`config.mk`:
```
export PLATFORM = sky130hd
export DESIGN_NAME = comment_and_directive_stripper_top
export DESIGN_NICKNAME = d
export VERILOG_FILES = /design/src/sv/cds_pkg.sv /design/src/sv/cds_front.sv /design/src/sv/cds_queue.sv /design/src/sv/cds_back.sv /design/src/sv/comment_and_directive_stripper_top.sv
export SDC_FILE = /design/constraint.sdc
export NUM_CORES = 1
export LEC_CHECK = 0
export ABC_AREA = 1
export BUFFER_PORTS_ARGS = -buffer_cell sky130_fd_sc_hd__buf_4
export CORE_MARGIN = 5
export CORE_UTILIZATION = 40
export CTS_CLUSTER_DIAMETER = 30
export DETAILED_ROUTE_END_ITERATION = 10
export MAX_ROUTING_LAYER = met4
export PLACE_DENSITY_LB_ADDON = 0.12
export REMOVE_ABC_BUFFERS = 1
export SLEW_MARGIN = 20
export SYNTH_ARGS = -nofsm -noshare
export SYNTH_HDL_FRONTEND = slang
export SYNTH_SLANG_ARGS = --single-unit
```
`constraint.sdc`:
```
create_clock -name aclk -period 2.1 [get_ports aclk]
set_input_delay 0.21 -clock aclk [delete_from_list [all_inputs] [get_ports aclk]]
set_output_delay 0.21 -clock aclk [all_outputs]
set_load 0.01 [all_outputs]
```
`src/sv/cds_pkg.sv`:
```
// shared types and constants for the comment and directive stripper
package cds_pkg;

    localparam logic [7:0] CH_QUOTE = 8'h22;
    localparam logic [7:0] CH_SLASH = 8'h2F;
    localparam logic [7:0] CH_STAR  = 8'h2A;
    localparam logic [7:0] CH_HASH  = 8'h23;
    localparam logic [7:0] CH_NL    = 8'h0A;

    // queue between scanner and emitter
    localparam int unsigned QDEPTH = 4;
    localparam int unsigned QPTR_W = $clog2(QDEPTH);
    localparam int unsigned QCNT_W = $clog2(QDEPTH + 1);

    typedef enum logic [2:0] {
        MODE_NORMAL = 3'd0,
        MODE_QUOTE  = 3'd1,
        MODE_SLASH  = 3'd2,
        MODE_LINE   = 3'd3,
        MODE_BLOCK  = 3'd4,
        MODE_STAR   = 3'd5,
        MODE_DIR    = 3'd6
    } scan_mode_t;

    // one queued command: emit data, preceded by a slash when pair is set
    typedef struct packed {
        logic       pair;
        logic [7:0] data;
    } cds_entry_t;

endpackage

```
`src/sv/cds_front.sv`:
```
// scanner: tracks quote, comment and directive state and issues emit commands
module cds_front import cds_pkg::*; #(
    parameter int unsigned DIRECTIVE_MAX = 499
) (
    input  logic       aclk,
    input  logic       aresetn,
    input  logic       accept,
    input  logic [7:0] data_byte,
    input  logic       end_of_stream,
    output logic       push,
    output cds_entry_t entry
);

    localparam int unsigned CNT_W = $clog2(DIRECTIVE_MAX + 1);

    scan_mode_t       mode_reg, mode_next;
    logic [CNT_W-1:0] cnt_reg, cnt_next;
    logic [CNT_W:0]   cnt_inc;
    logic             dir_done;

    assign cnt_inc  = {1'b0, cnt_reg} + {{CNT_W{1'b0}}, 1'b1};
    assign dir_done = (data_byte == CH_NL) || (cnt_inc >= (CNT_W+1)'(DIRECTIVE_MAX));

    always_ff @(posedge aclk) begin
        if (!aresetn) begin
            mode_reg <= MODE_NORMAL;
            cnt_reg  <= '0;
        end else begin
            mode_reg <= mode_next;
            cnt_reg  <= cnt_next;
        end
    end

    // next state
    always_comb begin
        mode_next = mode_reg;
        cnt_next  = cnt_reg;
        if (accept) begin
            if (end_of_stream) begin
                mode_next = MODE_NORMAL;
                cnt_next  = '0;
            end else begin
                unique case (mode_reg)
                    MODE_QUOTE: begin
                        if (data_byte == CH_QUOTE) mode_next = MODE_NORMAL;
                    end
                    MODE_SLASH: begin
                        if (data_byte == CH_SLASH)     mode_next = MODE_LINE;
                        else if (data_byte == CH_STAR) mode_next = MODE_BLOCK;
                        else                           mode_next = MODE_NORMAL;
                    end
                    MODE_LINE: begin
                        if (data_byte == CH_NL) mode_next = MODE_NORMAL;
                    end
                    MODE_BLOCK: begin
                        if (data_byte == CH_STAR) mode_next = MODE_STAR;
                    end
                    MODE_STAR: begin
                        if (data_byte == CH_SLASH)     mode_next = MODE_NORMAL;
                        else if (data_byte != CH_STAR) mode_next = MODE_BLOCK;
                    end
                    MODE_DIR: begin
                        if (dir_done) begin
                            mode_next = MODE_NORMAL;
                            cnt_next  = '0;
                        end else begin
                            cnt_next  = cnt_inc[CNT_W-1:0];
                        end
                    end
                    default: begin
                        if (data_byte == CH_QUOTE) begin
                            mode_next = MODE_QUOTE;
                        end else if (data_byte == CH_SLASH) begin
                            mode_next = MODE_SLASH;
                        end else if (data_byte == CH_HASH) begin
                            mode_next = MODE_DIR;
                            cnt_next  = '0;
                        end else begin
                            mode_next = MODE_NORMAL;
                        end
                    end
                endcase
            end
        end
    end

    // emit commands
    always_comb begin
        push       = 1'b0;
        entry.pair = 1'b0;
        entry.data = data_byte;
        if (accept) begin
            if (end_of_stream) begin
                push       = (mode_reg == MODE_SLASH);
                entry.data = CH_SLASH;
            end else begin
                unique case (mode_reg)
                    MODE_QUOTE: push = 1'b1;
                    MODE_SLASH: begin
                        if (data_byte != CH_SLASH && data_byte != CH_STAR) begin
                            push       = 1'b1;
                            entry.pair = 1'b1;
                        end
                    end
                    MODE_LINE, MODE_BLOCK, MODE_STAR, MODE_DIR: push = 1'b0;
                    default: begin
                        push = (data_byte != CH_SLASH) && (data_byte != CH_HASH);
                    end
                endcase
            end
        end
    end

endmodule

```
`src/sv/cds_queue.sv`:
```
// small fifo of emit commands between scanner and emitter
module cds_queue import cds_pkg::*; (
    input  logic       aclk,
    input  logic       aresetn,
    input  logic       push,
    input  cds_entry_t push_entry,
    input  logic       pop,
    output logic       full,
    output logic       head_valid,
    output cds_entry_t head_entry
);

    cds_entry_t        store_reg [QDEPTH];
    logic [QPTR_W-1:0] wr_ptr_reg, rd_ptr_reg;
    logic [QCNT_W-1:0] count_reg;
    logic              do_push, do_pop;

    assign full       = (count_reg == QCNT_W'(QDEPTH));
    assign head_valid = (count_reg != '0);
    assign head_entry = store_reg[rd_ptr_reg];
    assign do_push    = push && !full;
    assign do_pop     = pop && head_valid;

    always_ff @(posedge aclk) begin
        if (do_push) store_reg[wr_ptr_reg] <= push_entry;
    end

    always_ff @(posedge aclk) begin
        if (!aresetn) begin
            wr_ptr_reg <= '0;
            rd_ptr_reg <= '0;
            count_reg  <= '0;
        end else begin
            if (do_push) wr_ptr_reg <= wr_ptr_reg + QPTR_W'(1);
            if (do_pop)  rd_ptr_reg <= rd_ptr_reg + QPTR_W'(1);
            unique case ({do_push, do_pop})
                2'b10:   count_reg <= count_reg + QCNT_W'(1);
                2'b01:   count_reg <= count_reg - QCNT_W'(1);
                default: count_reg <= count_reg;
            endcase
        end
    end

endmodule

```
`src/sv/cds_back.sv`:
```
// emitter: turns queued commands into output bytes through an output register
module cds_back import cds_pkg::*; (
    input  logic       aclk,
    input  logic       aresetn,
    input  logic       head_valid,
    input  cds_entry_t head_entry,
    output logic       pop,
    output logic [7:0] m_out_byte,
    output logic       m_last_of_run,
    output logic       m_valid,
    input  logic       m_ready
);

    logic       phase_reg, phase_next;
    logic       valid_reg, valid_next;
    logic [7:0] byte_reg, byte_next;
    logic       last_reg, last_next;
    logic       load;
    logic       lead_slash;

    assign load       = head_valid && (!valid_reg || m_ready);
    assign lead_slash = head_entry.pair && !phase_reg;

    always_comb begin
        phase_next = phase_reg;
        valid_next = valid_reg && !m_ready;
        byte_next  = byte_reg;
        last_next  = last_reg;
        pop        = 1'b0;
        if (load) begin
            valid_next = 1'b1;
            if (lead_slash) begin
                byte_next  = CH_SLASH;
                last_next  = 1'b0;
                phase_next = 1'b1;
            end else begin
                byte_next  = head_entry.data;
                last_next  = 1'b1;
                phase_next = 1'b0;
                pop        = 1'b1;
            end
        end
    end

    always_ff @(posedge aclk) begin
        if (!aresetn) begin
            phase_reg <= 1'b0;
            valid_reg <= 1'b0;
        end else begin
            phase_reg <= phase_next;
            valid_reg <= valid_next;
        end
    end

    always_ff @(posedge aclk) begin
        byte_reg <= byte_next;
        last_reg <= last_next;
    end

    assign m_valid       = valid_reg;
    assign m_out_byte    = byte_reg;
    assign m_last_of_run = last_reg;

endmodule

```
`src/sv/comment_and_directive_stripper_top.sv`:
```
// top level of the comment and directive stripper
// Filters a text byte stream, one byte per input transaction, removing // and /* */
// comments and # directives (a directive drops the hash and up to DIRECTIVE_MAX
// further bytes, ending after a newline); quoted text passes untouched and 0xFF is
// plain data. An input transaction with s_end_of_stream high flushes a pending slash
// and returns the scanner to normal text. Each input transaction yields zero, one or
// two output transactions, with m_last_of_run marking the last byte belonging to it.
// The scanner takes one input transaction per cycle whenever its four-entry command
// queue has room; the output side delivers one byte per cycle while m_ready is high,
// so an input yielding two bytes (a slash then an ordinary byte) holds the output
// register once per byte. Sustained throughput is one input transaction per cycle
// while the output averages at most one byte per input and m_ready stays high; an
// input's first byte goes through a queue write, then an output register load.
module comment_and_directive_stripper_top import cds_pkg::*; #(
    parameter int unsigned DIRECTIVE_MAX = 499
) (
    input  logic       aclk,
    input  logic       aresetn,
    input  logic [7:0] s_data_byte,
    input  logic       s_end_of_stream,
    input  logic       s_valid,
    output logic       s_ready,
    output logic [7:0] m_out_byte,
    output logic       m_last_of_run,
    output logic       m_valid,
    input  logic       m_ready
);

    logic       q_full;
    logic       accept;
    logic       push;
    cds_entry_t push_entry;
    logic       pop;
    logic       head_valid;
    cds_entry_t head_entry;

    // input side stalls only when the command queue is full
    assign s_ready = !q_full;
    assign accept  = s_valid && s_ready;

    // front end: scanner state machine
    cds_front #(
        .DIRECTIVE_MAX (DIRECTIVE_MAX)
    ) u_front (
        .aclk          (aclk),
        .aresetn       (aresetn),
        .accept        (accept),
        .data_byte     (s_data_byte),
        .end_of_stream (s_end_of_stream),
        .push          (push),
        .entry         (push_entry)
    );

    // decoupling queue of emit commands
    cds_queue u_queue (
        .aclk       (aclk),
        .aresetn    (aresetn),
        .push       (push),
        .push_entry (push_entry),
        .pop        (pop),
        .full       (q_full),
        .head_valid (head_valid),
        .head_entry (head_entry)
    );

    // back end: byte emitter with registered output
    cds_back u_back (
        .aclk          (aclk),
        .aresetn       (aresetn),
        .head_valid    (head_valid),
        .head_entry    (head_entry),
        .pop           (pop),
        .m_out_byte    (m_out_byte),
        .m_last_of_run (m_last_of_run),
        .m_valid       (m_valid),
        .m_ready       (m_ready)
    );

    // the scanner never pushes into a full queue
    a_no_overflow: assert property (@(posedge aclk) disable iff (!aresetn)
        push |-> !q_full)
        else $error("command pushed into full queue");

    // the emitter only pops a present entry
    a_pop_valid: assert property (@(posedge aclk) disable iff (!aresetn)
        pop |-> head_valid)
        else $error("pop from empty queue");

    // a byte that is not last of its run is always the leading slash
    a_lead_slash: assert property (@(posedge aclk) disable iff (!aresetn)
        (m_valid && !m_last_of_run) |-> (m_out_byte == CH_SLASH))
        else $error("non-final byte is not a slash");

    // the second byte of a pair follows straight after the slash is taken
    a_pair_follows: assert property (@(posedge aclk) disable iff (!aresetn)
        (m_valid && m_ready && !m_last_of_run) |=> (m_valid && m_last_of_run))
        else $error("second byte of pair missing");

    // nothing is offered straight after reset
    a_reset_idle: assert property (@(posedge aclk)
        !aresetn |=> !m_valid)
        else $error("output valid after reset");

endmodule
```
==> reports/qor.yml, run 1 <==
yosys:
  synth_top_cell_by_area: "edfxtp_1"
  syn-cell-area_um2: 3386
  ys_seq_area_share_pct: 53.51
  syn_area_per_cell_um2: 8.981
  ys_types: 37
  ys_top_cells_by_area: "edfxtp_1, dfxtp_1, nand2_1"
  netlist_instances: 377
  ys_ff_latch: 68
  yosys-mux-area-fraction_pct: 1.478
  synth.top_cell.area_share_pct: 39.91
  synth_top_family_by_area: "simple AND/OR/NAND/NOR gates"
  synth_xor_area_share_pct: 0.2587
  ys.warnings.count: 0
  synth_compound_area_share_pct: 8.647
  synth_fa_ha_area_share_pct: 3.178
  synthSimpleGateAreaFrac_pct: 25.61
cells_and_area:
  multi_input_area_um2: 1379
  layout_common_cells: "buf_4, nand2_1, nor2_1"
  final_area_um2: 4323
  layout_commonest_cell: "buf_4"
  nets: 479
  syn_to_final_growth_pct: 27.68
  largest_reg_flops: 36
  drive_gt1_share_pct: 31.10
  final_core_util_pct: 52.61
  ff_latch_area_um2: 1819
  diodes: 0
  fillCellCount: 753
global_routing:
  grt_overflow: 0
  use_met2_pct: 25.34
  grt_pass1_wl_mm: 12.12
  grt_pass1_vias: 2541
  grt_usage_pct: 15.61
  grt_use_met1_pct: 19.09
  top_usage_layer: "met2"
  grt_max_degree: 17
  grt_antenna_before_repair: 0
  met3_usage_pct: 2.457
sta:
  fin_crit_ns: 2.015
  fmax_mhz: 496.2
  fin_crit_sh_pct: 95.97
  setup_tns_ns: 0
  drv_slew: 0
  timing_worst_slew_pin_value_ns: 0.4551
  timing.hold.ws_ns: 0.1864
  worst_clock_skew_ns: 0.008536
  hold_viol_final: 0
  setup_viol: 0
  slew_headroom_pct: 69.42
  rsz0062_at_grt: "yes"
drt:
  detail-route-antenna-nets: 0
  drc_errors: 0
  drt-initial-drc-count: 135
  wl_mm: 7.413
  wl_per_cell_um: 13.05
  drt_pre_antenna_iters: 4
  avgViaCountPerCell: 4.820
  vias: 2738
cts:
  cts_hold_buf: 0
  root_buffer: "clkbuf_8"
  cts_tree: "yes"
  cts_num_sinks: 68
  clk-insertion-delay-late_ns: 0.34
  clock_path_buffers: 2
  cts_max_level: 3
  cts_buffers: 9
  path_clk_slew_ns: 0.07
setup_path:
  end_kind: "flop"
  critPathRequiredTime_ns: 2.33
  rrSetupSlack_ns: 0.08
  arrival_ns: 2.24
  path_max_fanout: 3
  crit_type: "flop to flop"
  cp-start-kind: "flop"
placed_design:
  gp_congestion: 0.9036
  post-dp-hpwl_mm: 5.456
  placed_area_um2: 4016
  port_buffers: 23
pwr:
  sw_frac_of_total_pct: 32.35
  pwr-share-clk_pct: 24.9
  ir_drop_mv: 0.3432
  comb_power_share_pct: 36.0
  powerDensity_nw_per_um2: 1088
  p_switching_mw: 1.521
  seqPwrFrac_pct: 39.2
  intPower_mw: 3.182
  leakagePower_nw: 1.759
die:
  fp.dieH_um: 102
  die-area_um2: 10400
  ios: 24
  num_rows: 33
  start_util_pct: 41.21
  die_w_um: 102
  core_area_um2: 8217
hold_path:
  worstHoldPathType: "input port to flop"
flow_run:
  drv_cap: 0
run_status:
  status: "finished, final reports clean"
cell type report:
cell class,count,area share [%]
sequential,68,42.08
multi-input combinational,250,31.90
timing repair buffer,80,13.89
inverter,49,4.255
clock buffer,11,3.039
tap,105,3.039
clock inverter,5,1.794
power by group through the flow:
stage                     combinational, mW  sequential [mW]  clock, mW
after global routing                   1.89             1.86       1.25
after detailed placement               1.58             1.86          0
final                                  1.69             1.84       1.17
after global placement                 1.57             1.86          0
after floorplan                       0.753             1.93          0
after CTS                              1.61             1.83       1.19
per-layer routing:
layer  part of all wire, %  wire length [um]
met1                    45              3362
met2                    50              3685
met3                   2.9               215
met4                   2.0               150
met5                     0                 0
critical path: stages, from the launching register on:
cell,delay (ns)
dfxtp_2,0.36
inv_2,0.04
nand2_2,0.07
o211ai_1,0.12
inv_2,0.09
nand2_2,0.06
nand3_4,0.06
and2_4,0.16
ha_4,0.12
inv_2,0.04
fa_2,0.38
a21oi_2,0.15
o21ai_2,0.07
o21ai_1,0.13
a21oi_1,0.05
through the flow:
| step | setup WS, ns | power (mW) | cells |
|---|---|---|---|
| final | 0.08454 | 4.703 | 568 |
| after global routing | -0.03867 | 4.997 | 568 |
| after CTS | 0.02596 | 4.637 | 565 |
| after detailed placement | -0.3266 | 3.437 | 547 |
| after global placement | -0.2158 | 3.427 | 547 |
| after floorplan | -0.4171 | 2.684 | 367 |
cells by family (layout without fill, tap and decap cells):
kind of cell / count (synthesis) / count (layout)
mux: 5 / 5
fa+ha+maj: 8 / 8
flops: 68 / 68
simple gates: 185 / 185
compound gates: 51 / 51
buf+inv: 59 / 145
xor+xnor: 1 / 1
synth_stat cells:
library cell / n
nand3_4: 2
or2_2: 2
edfxtp_1: 45
fa_1: 1
o32ai_1: 3
nand2_2: 4
o221ai_1: 5
and2_4: 1
ha_1: 7
and2_1: 1
nand3b_1: 2
o21ai_1: 4
o21bai_1: 1
nand3_2: 1
inv_2: 9
a21oi_1: 20
nand2_4: 1
buf_4: 2
o211ai_1: 1
nand4_1: 9
nand3_1: 25
mux2i_1: 5
xor2_1: 1
buf_2: 2
buf_6: 2
clkbuf_1: 3
nor3_1: 6
inv_1: 39
clkinv_1: 1
dfxtp_1: 23
nand2_1: 73
nor2_2: 10
clkbuf_2: 1
nor2_1: 46
o21ai_0: 16
a211oi_1: 1
nor2_4: 2
worst paths after layout:
| path | from | end | depth (start not counted) |
|---|---|---|---|
| min | aresetn | u_front.mode_reg[2] | 3 |
| max | u_front.mode_reg[1] | u_queue.count_reg[2] | 14 |
| min reg2reg | u_queue.count_reg[0] | u_queue.count_reg[0] | 1 |
| max reg2reg | u_front.mode_reg[1] | u_queue.count_reg[2] | 14 |
timing repair:
action	CTS	global route
setup endpoints to repair	1	2
resized for setup	5	20
pin swaps	2	8
endpoints found under the hold margin	0	0
setup buffers	2	3
No activity file was read; power rests on OpenSTA's default activity.
==> run 2, diff against run 1 <==
- SETUP_SLACK_MARGIN: not set -> 0.15
==> run 2 against run 1 <==
  * Sequential share of layout area decreased by 1.1 points
  * Total power is 2.7% higher
  * Cell area up 3.0%
  * Flip-flop and latch count unchanged
  * Clock-buffer cell count did not move
  * Clock power is essentially flat
  * Largest cell class unchanged
==> reports/qor.yml, run 2 (synthesis gave the netlist of run 1 again) <==
setup_path:
  end_kind: "flop"
  critPathLaunch: "u_front.mode_reg[1]"
  crit_type: "flop to flop"
  arrival_ns: 2.20  # -0.04 ns
  cp-start-kind: "flop"
  critPathRequiredTime_ns: 2.33  # about the same
  path_max_fanout: 3  # unchanged
  reg2reg_from: "u_front.mode_reg[1]"
pwr:
  powerDensity_nw_per_um2: 1085  # -0.28%
  ir_drop_mv: 0.3434  # about the same
  leakagePower_nw: 1.815  # +3.2%
  finalPower_mw: 4.831  # +2.7%
sta:
  fin_ws_ns: 0.1320  # +0.04750 ns
  fmax_mhz: 508.1  # +2.4%
  fin_crit_ns: 1.968  # -0.04750 ns
  rsz0062_at_grt: "yes"
  hold_viol_final: 0  # unchanged
  drv_slew: 0  # unchanged
  timing_worst_slew_pin_value_ns: 0.4687  # +0.01358 ns
  worst_clock_skew_ns: 0.006815  # -0.001721 ns
  fin_crit_sh_pct: 93.71  # -2.3 points
  slew_headroom_pct: 68.51  # -0.91 points
  setup_viol: 0  # unchanged
placed_design:
  port_buffers: 23  # unchanged
  gp_congestion: 0.9036  # unchanged
  place_ws_ns: -0.3266  # unchanged
  post-dp-hpwl_mm: 5.456  # unchanged
cells_and_area:
  drive_gt1_share_pct: 34.53  # +3.4 points
  diodes: 0  # unchanged
  layout_common_cells: "buf_4, nand2_1, nor2_1, edfxtp_1, inv_1"
  layout_commonest_cell: "buf_4"
  syn_to_final_growth_pct: 31.52
  final_core_util_pct: 54.20  # +1.6 points
  fillCellCount: 744  # -1.2%
  largest_reg_flops: 36  # unchanged
  nets: 491  # +2.5%
hold_path:
  worstHoldPathType: "input port to flop"
  min-delay-start: "aresetn"
drt:
  vias: 2800  # +2.3%
  avgViaCountPerCell: 4.828  # +0.15%
  drt-initial-drc-count: 111  # -18%
  drt_pre_antenna_iters: 4  # unchanged
  detail-route-antenna-nets: 0  # unchanged
  wl_mm: 7.540  # +1.7%
  drc_errors: 0  # unchanged
  wl_per_cell_um: 13.00  # -0.39%
die:
  die-area_um2: 10400  # unchanged
  ios: 24  # unchanged
  core_area_um2: 8217  # unchanged
  start_util_pct: 41.21  # unchanged
  die_w_um: 102  # unchanged
  fp.dieH_um: 102  # unchanged
  num_rows: 33  # unchanged
cts:
  clk-insertion-delay-late_ns: 0.34  # about the same
  root_buffer: "clkbuf_8"
  cts_buffers: 9  # unchanged
  path_clk_slew_ns: 0.07  # about the same
  cts_max_level: 3  # unchanged
  clock_path_buffers: 2  # unchanged
  cts_num_sinks: 68  # unchanged
  cts_tree: "yes"
  cts_hold_buf: 0  # unchanged
global_routing:
  grt_usage_pct: 16.08  # +0.47 points
  grt_antenna_before_repair: 0  # unchanged
  grt_pass1_wl_mm: 12.50  # +3.1%
  grt_overflow: 0  # unchanged
  grt_max_degree: 17  # unchanged
  grt_pass1_vias: 2651  # +4.3%
flow_run:
  drv_cap: 0  # unchanged
run_status:
  status: "finished, final reports clean"
run 2: cell count changes in the layout (fill, tap and decap cells not counted), sizes merged:
cell / before / now
buf: 80 / 92
run 2: metrics by stage:
stage	hold slack, ns	setup TNS, ns	instances	area, um^2
after CTS	0.1720	0	578	4382
after floorplan	0.3307	-0.5754	367	3322
after global routing	0.1806	0	580	4453
after global placement	0.4517	-0.2158	547	4016
after detailed placement	0.4593	-0.3456	547	4016
final	0.1848	0	580	4453
run 2: what timing repair did:
| item | 4_1_cts | 5_1_grt |
|---|---|---|
| endpoints found under the setup margin | 2 | 24 |
| resized for setup | 21 | 17 |
| pin swaps | 12 | 8 |
| setup buffers | 15 | 2 |
run 2: layout make-up:
type                    count  area (um^2)  share of cell area (%)
clock buffers              11        131.4                   2.950
flip-flops and latches     68         1824                   40.97
clock inverters             5        77.57                   1.742
repair buffers             92        694.4                   15.59
well taps                 105        131.4                   2.950
multi-input cells         250         1410                   31.67
inverters                  49        183.9                   4.130
run 2: final timing paths:
path                          endpoint  slack, ns  depth (start not counted)
hold reg to reg                   flop       0.48                          2
hold / removal     u_front.mode_reg[2]       0.18                          3
setup reg to reg  u_queue.count_reg[2]       0.13                         14
setup / recovery  u_queue.count_reg[2]       0.13                         14
run 2: critical path, stage by stage (launching register included):
cell	delay [ns]
dfxtp_4	0.36
inv_2	0.04
nand2_2	0.07
o211ai_1	0.12
inv_2	0.09
nand2_2	0.06
nand3_4	0.06
and2_4	0.15
ha_4	0.12
inv_2	0.04
fa_2	0.36
a21oi_2	0.16
o21ai_2	0.07
o21ai_1	0.12
a21oi_1	0.05
run 2: per-layer routing:
| layer | track usage (%) | vias up | part of all wire (%) |
|---|---|---|---|
| met1 | 19.27 | 1298 | 45 |
| met3 | 2.457 | 13 | 2.8 |
| met5 | - | - | 0 |
| li1 | - | 1451 | - |
| met2 | 26.34 | 38 | 50 |
| met4 | 8.073 | 0 | 2.2 |
run 2: report_power, final:
group	total, mW	internal, mW	leakage, nW	switching, mW
clock	1.17	0.666	0.105	0.503
sequential	1.84	1.74	0.598	0.0992
combinational	1.82	0.861	1.11	0.957
total	4.83	3.27	1.82	1.56
